## config.mk

```make
export PLATFORM = sky130hd
export DESIGN_NAME = sssq_ctrl
export DESIGN_NICKNAME = d
export VERILOG_FILES = /design/src/sv/sssq_pkg.sv /design/src/sv/sssq_ctrl.sv
export SDC_FILE = /design/constraint.sdc
export NUM_CORES = 1
export LEC_CHECK = 0
export CORE_MARGIN = 2
export CORE_UTILIZATION = 25
export DETAILED_ROUTE_END_ITERATION = 16
export DONT_BUFFER_PORTS = 1
export GPL_TIMING_DRIVEN = 0
export PLACE_DENSITY_LB_ADDON = 0.25
export SYNTH_ARGS = -nofsm -noshare
export SYNTH_HDL_FRONTEND = slang
export SYNTH_SLANG_ARGS = --single-unit
```

## constraint.sdc

```tcl
create_clock -name clk -period 6 [get_ports clk]
set_clock_uncertainty 0.1 [all_clocks]
set_input_delay 0.9 -clock clk [delete_from_list [all_inputs] [get_ports clk]]
set_output_delay 0.9 -clock clk [all_outputs]
set_load 0.1 [all_outputs]
```

## src/sv/sssq_pkg.sv

```systemverilog
// Shared types and constants for the sparse scaled sum-of-squares block.
// Used by the controller, the datapath, the top level and the checker; no dependencies.
`default_nettype none

package sssq_pkg;

    typedef struct packed {
        logic               entry_present;
        logic               from_second;
        logic [9:0]         column;
        logic signed [31:0] entry_value;
        logic               end_of_row;
        logic               end_of_matrix;
    } entry_t;

    typedef struct packed {
        logic [63:0] sum_of_squares;
        logic        saturated;
    } result_t;

    typedef enum logic [1:0] {
        CFG_ALPHA     = 2'd0,
        CFG_BETA      = 2'd1,
        CFG_THRESHOLD = 2'd2
    } cfg_reg_t;

    localparam logic signed [31:0] SCALE_ONE = 32'sd65536;
    localparam logic signed [31:0] ACC_MAX   = 32'sh7FFF_FFFF;
    localparam logic signed [31:0] ACC_MIN   = 32'sh8000_0000;

    typedef struct packed {
        logic clear;
        logic load;
        logic update;
        logic list_rd;
        logic col_rd;
        logic square;
        logic walk_finish;
        logic emit;
    } cmd_t;

    typedef struct packed {
        logic clear_last;
        logic hit;
        logic close;
        logic item_close;
        logic item_end;
        logic walk_done;
        logic out_free;
    } status_t;

endpackage

`default_nettype wire

```

## src/sv/sssq_ctrl.sv

```systemverilog
// Controller state machine: sequences clearing, column update, row walk and result emit.
// Depends on sssq_pkg for the command and status structs.
`default_nettype none

module sssq_ctrl (
    input  wire logic             clk,
    input  wire logic             rst_n,
    input  wire logic             entry_valid,
    output logic                  entry_stall,
    input  wire sssq_pkg::status_t status,
    output sssq_pkg::cmd_t        cmd
);

    typedef enum logic [6:0] {
        ST_CLEAR     = 7'b000_0001,
        ST_IDLE      = 7'b000_0010,
        ST_UPDATE    = 7'b000_0100,
        ST_WALK_LIST = 7'b000_1000,
        ST_WALK_COL  = 7'b001_0000,
        ST_WALK_SQ   = 7'b010_0000,
        ST_EMIT      = 7'b100_0000
    } state_t;

    state_t state_reg;
    state_t state_next;

    assign entry_stall = (state_reg != ST_IDLE);

    always_comb
    begin
        state_next = state_reg;
        cmd        = '0;
        unique case (state_reg)
            ST_CLEAR:
            begin
                cmd.clear = 1'b1;
                if (status.clear_last)
                begin
                    state_next = ST_IDLE;
                end
            end
            ST_IDLE:
            begin
                if (entry_valid)
                begin
                    cmd.load = 1'b1;
                    priority if (status.hit)
                    begin
                        state_next = ST_UPDATE;
                    end
                    else if (status.close)
                    begin
                        state_next = ST_WALK_LIST;
                    end
                    else
                    begin
                        state_next = ST_IDLE;
                    end
                end
            end
            ST_UPDATE:
            begin
                cmd.update = 1'b1;
                state_next = status.item_close ? ST_WALK_LIST : ST_IDLE;
            end
            ST_WALK_LIST:
            begin
                if (status.walk_done)
                begin
                    cmd.walk_finish = 1'b1;
                    state_next      = status.item_end ? ST_EMIT : ST_IDLE;
                end
                else
                begin
                    cmd.list_rd = 1'b1;
                    state_next  = ST_WALK_COL;
                end
            end
            ST_WALK_COL:
            begin
                cmd.col_rd = 1'b1;
                state_next = ST_WALK_SQ;
            end
            ST_WALK_SQ:
            begin
                cmd.square = 1'b1;
                state_next = ST_WALK_LIST;
            end
            ST_EMIT:
            begin
                if (status.out_free)
                begin
                    cmd.emit   = 1'b1;
                    state_next = ST_IDLE;
                end
            end
            default:
            begin
                state_next = ST_CLEAR;
            end
        endcase
    end

    always_ff @(posedge clk or negedge rst_n)
    begin
        if (!rst_n)
        begin
            state_reg <= ST_CLEAR;
        end
        else
        begin
            state_reg <= state_next;
        end
    end

endmodule

`default_nettype wire

```

== Word-level counts from Yosys, hierarchy flattened ==
Index checks and enable logic that the tools add are counted.

* Equality and inequality tests: 11
* Muxes and demuxes: 21
* Reductions and logical operators: 1

{| class="wikitable"
|+ Operator list
! operator !! number
|-
| 7-bit one-hot mux with 7 select lines || 1
|-
| 7-bit 2-to-1 mux || 6
|-
| 1-bit 2-to-1 mux || 12
|-
| 4-bit 2-to-1 mux || 2
|-
| 7-bit by 1-bit equality test with 1-bit output, second input constant || 1
|-
| 7-bit by 2-bit equality test with 1-bit output, second input constant || 1
|-
| 7-bit by 3-bit equality test with 1-bit output, second input constant || 1
|-
| 7-bit by 4-bit equality test with 1-bit output, second input constant || 1
|-
| 7-bit by 5-bit equality test with 1-bit output, second input constant || 1
|-
| 7-bit by 6-bit equality test with 1-bit output, second input constant || 1
|-
| 7-bit equality test, second input constant || 1
|-
| 7-bit by 2-bit != test with 1-bit output, second input constant || 1
|-
| 2-bit != test, second input constant || 3
|-
| 3-bit AND reduction || 1
|}

* Flip-flop bits (word level): 7
* Input bits: 10
* Output and inout port bits: 9
* Logic and storage cells: 34

== Depth between registers and ports, before layout ==
* Depth in word-level cells: 4
* Gate-level depth with buffers: 6
* Depth with buffers taken out: 4

== Least setup slack after synthesis ==
OpenSTA, ideal clock, no wires.

* Path type: reg-to-output
* Start: register state_reg[1]
* End: output port cmd[5] in the netlist's numbering
* Arrival time: 4.224 ns
* Required time: 5.000 ns
* Slack: 0.776 ns
* Cell stages (with the launch flop): 3
* Buffers on the path: 0
* Cells stage by stage: dfrtp_1 or4_1 nor4b_1

{| class="wikitable"
|+ RTL lines
! item !! line !! source
|-
| start: declaration || sssq_ctrl.sv:24 || <nowiki>state_t state_reg;</nowiki>
|-
| start signal: assignment || sssq_ctrl.sv:112 || <nowiki>state_reg <= state_next;</nowiki>
|-
| end: declaration || sssq_ctrl.sv:11 || <nowiki>output sssq_pkg::cmd_t cmd</nowiki>
|}

==> out/qor.yml <==
outcome: "finished, final reports clean"
hold_violations: 0
power_switching_mw: 0.148
port_buffers: 0
cts_max_level: 1
r2r_start: "state_reg[5]"
setup_tns_ps: 0
ys_warn_count: 0
ctsRootBufferMaster: "clkbuf_4"
combPwrFrac_pct: 58.5
relSlewSlack_pct: 29.7
p_int_mw: 0.131
cp-start-kind: "flop"
p_sw_share_pct: 52.9
grt_max_degree: 11
area_growth_pct: 32.3
wl_um: 1320
cap_violations: 0
io_pins: 19
die_x_um: 50.2
critical_path.max_stage_delay_ps: 830
wl_per_cell_um: 13.3
fin_nets: 83
synth_edf_count: 0
path_buf_inv: 0
synth_top_area_cell: "dfrtp_1"
drtIter0Drc: 18
tightest_slew_ps: 1050
worstPathCellList: "or4_1 -> nor4b_1 -> and2_1"
cts.sinks: 7
row_count: 16
fin_hold_ws_ps: 235
finalSetupViolCount: 0
post-cts-setup-buffers: 0
power_frac_clock_pct: 15.9
worst_setup_path_end_kind: "output pin"
grtUsageTotal_pct: 12.0
place.gp.congestion: 0.756
largest_reg_flops: 7
antenna_found_initial: 0
place_hpwl_um: 1010
max_freq_mhz: 283
setup_ws_ps: 2470
cts_max_path_buffers: 2
diodes: 0
drc_errors: 0
first_pass_iters: 4
worst_ep_required_time_ps: 5000
async_flop_share_pct: 100
clk_pin_slew_worst_paths_ps: 60
hold_path_class: "in2async"
ant_nets: 0
initial_utilization_pct: 27.0
fp.dieArea_mm2: 0.00252
synth_top_cell_area_share_pct: 28.1
synth_nets: 73
grt_overflow: 0
synth_seq_cells: 7
pre_cts_slack_ps: 2740
r2r_slack_ps: 3450
cpLargestDelayFamily: "simple AND/OR/NAND/NOR gates"
die_h_um: 50.2
cts_tree: "done"
synthTopCellsByCount: "6 x dfrtp_1, 6 x nor2_1, 6 x nor4b_1"
p_per_area_mw_per_mm2: 395
totalPowerFinal_mw: 0.279
syn_area_um2: 534
utilization_pct: 35.7
power.share.sequential_pct: 25.6
hold_buffers: 0
route.vias.total: 513
clk_latency_ps: 250
fin_crit_sh_pct: 58.8
placeableCoreArea_mm2: 0.00198
vias_per_cell: 5.18
synth.distinct_cells: 31
dpl_cell_area_um2: 681
synthTopCellsByArea: "dfrtp_1 28%, nor4b_1 9.8%, dfstp_2 4.9%"
ir_drop_mv: 0.316
p_leak_nw: 0.265
finalCriticalPeriod_ps: 3530
crit_arrival_ps: 2530
path_class: "reg2out"
yosysSeqAreaShare_pct: 33.0
fin_cells: 99
cts_resized: 0
startpoint: "state_reg[1]"
grt_setup_unrepaired: "no"
cts_made_buffers: 3
r2r-end: "state_reg[1]"
worst_path_max_delay_cell: "and2_1"
synth_ff_type: "dfrtp_1"
critPathMaxFanout: 8
r2r_cells: 5
layout-drive-gt1-share_pct: 27.8
slew_viol_final: 0
grt_pass1_wl_um: 2270
dp_cells: 95
syn_area_per_cell_um2: 8.48
synthCells: 63
grt_pass1_vias: 487
fin_area_um2: 707
==> worst register-to-register path, stage by stage (launching register included) <==
cell and delay [ps]:
dfrtp_1 410, clkbuf_1 230, nor4b_1 430, and3_1 900, a22oi_1 170, a31oi_1 230
==> power by group through the flow <==
stage	registers [mW]	logic [mW]	clock network, mW
after floorplan	0.0676	0.134	0
after global placement	0.0723	0.146	0
after detailed placement	0.0724	0.162	0
after CTS	0.0715	0.163	0.0462
after global routing	0.0747	0.175	0.0472
final	0.0715	0.163	0.0444
==> layer usage <==
metal	up-vias	track usage [%]	wire [µm]
met3	2	2.98	111
met4	0	6.94	14
met2	22	15.4	573
met1	237	17.6	616
li1	252	-	-
met5	-	0	0
==> cell type report <==
class	instances	area (µm²)
repair buffers	5	88.8
well taps	27	33.8
multi-input cells	47	335
inverters	3	11.3
plain buffers	6	35.0
flip-flops and latches	7	176
clock buffers	4	26.3
fillers	202	1270
==> how the worst max path moves through the flow <==
stage,end,cells after the start
5_1_grt,cmd[0],3
3_3_place_gp,state_reg[1],4
4_1_cts,cmd[0],3
3_5_place_dp,cmd[0],3
6_report,cmd[0],3
2_1_floorplan,cmd[5],2
==> kinds of logic after synthesis <==
kind of cell           count (synthesis)  share of synthesized area, %
buffers and inverters                  9                          8.66
XOR/XNOR                               1                          1.64
flip-flops                             7                          33.0
AO/OA/AOI/OAI                         11                          14.1
multiplexers                           1                          2.11
AND/OR/NAND/NOR                       34                          40.5
==> cells in the final DEF, fill, tap and decap left out, drive strengths merged <==
| cell | n |
|---|---|
| a2111oi | 1 |
| a21oi | 2 |
| a22oi | 1 |
| a31oi | 1 |
| and2 | 2 |
| and3 | 1 |
| buf | 8 |
| clkbuf | 7 |
| dfrtp | 6 |
| dfstp | 1 |
| inv | 3 |
| mux2 | 1 |
| nand2 | 3 |
| nand2b | 4 |
| nor2 | 6 |
| nor3 | 3 |
| nor3b | 1 |
| nor4b | 6 |
| o21ai | 3 |
| o22a | 1 |
| o32a | 1 |
| o32ai | 1 |
| or2 | 1 |
| or3 | 2 |
| or3b | 1 |
| or4 | 3 |
| or4b | 1 |
| xnor2 | 1 |
No activity file was read; power rests on OpenSTA's default activity.
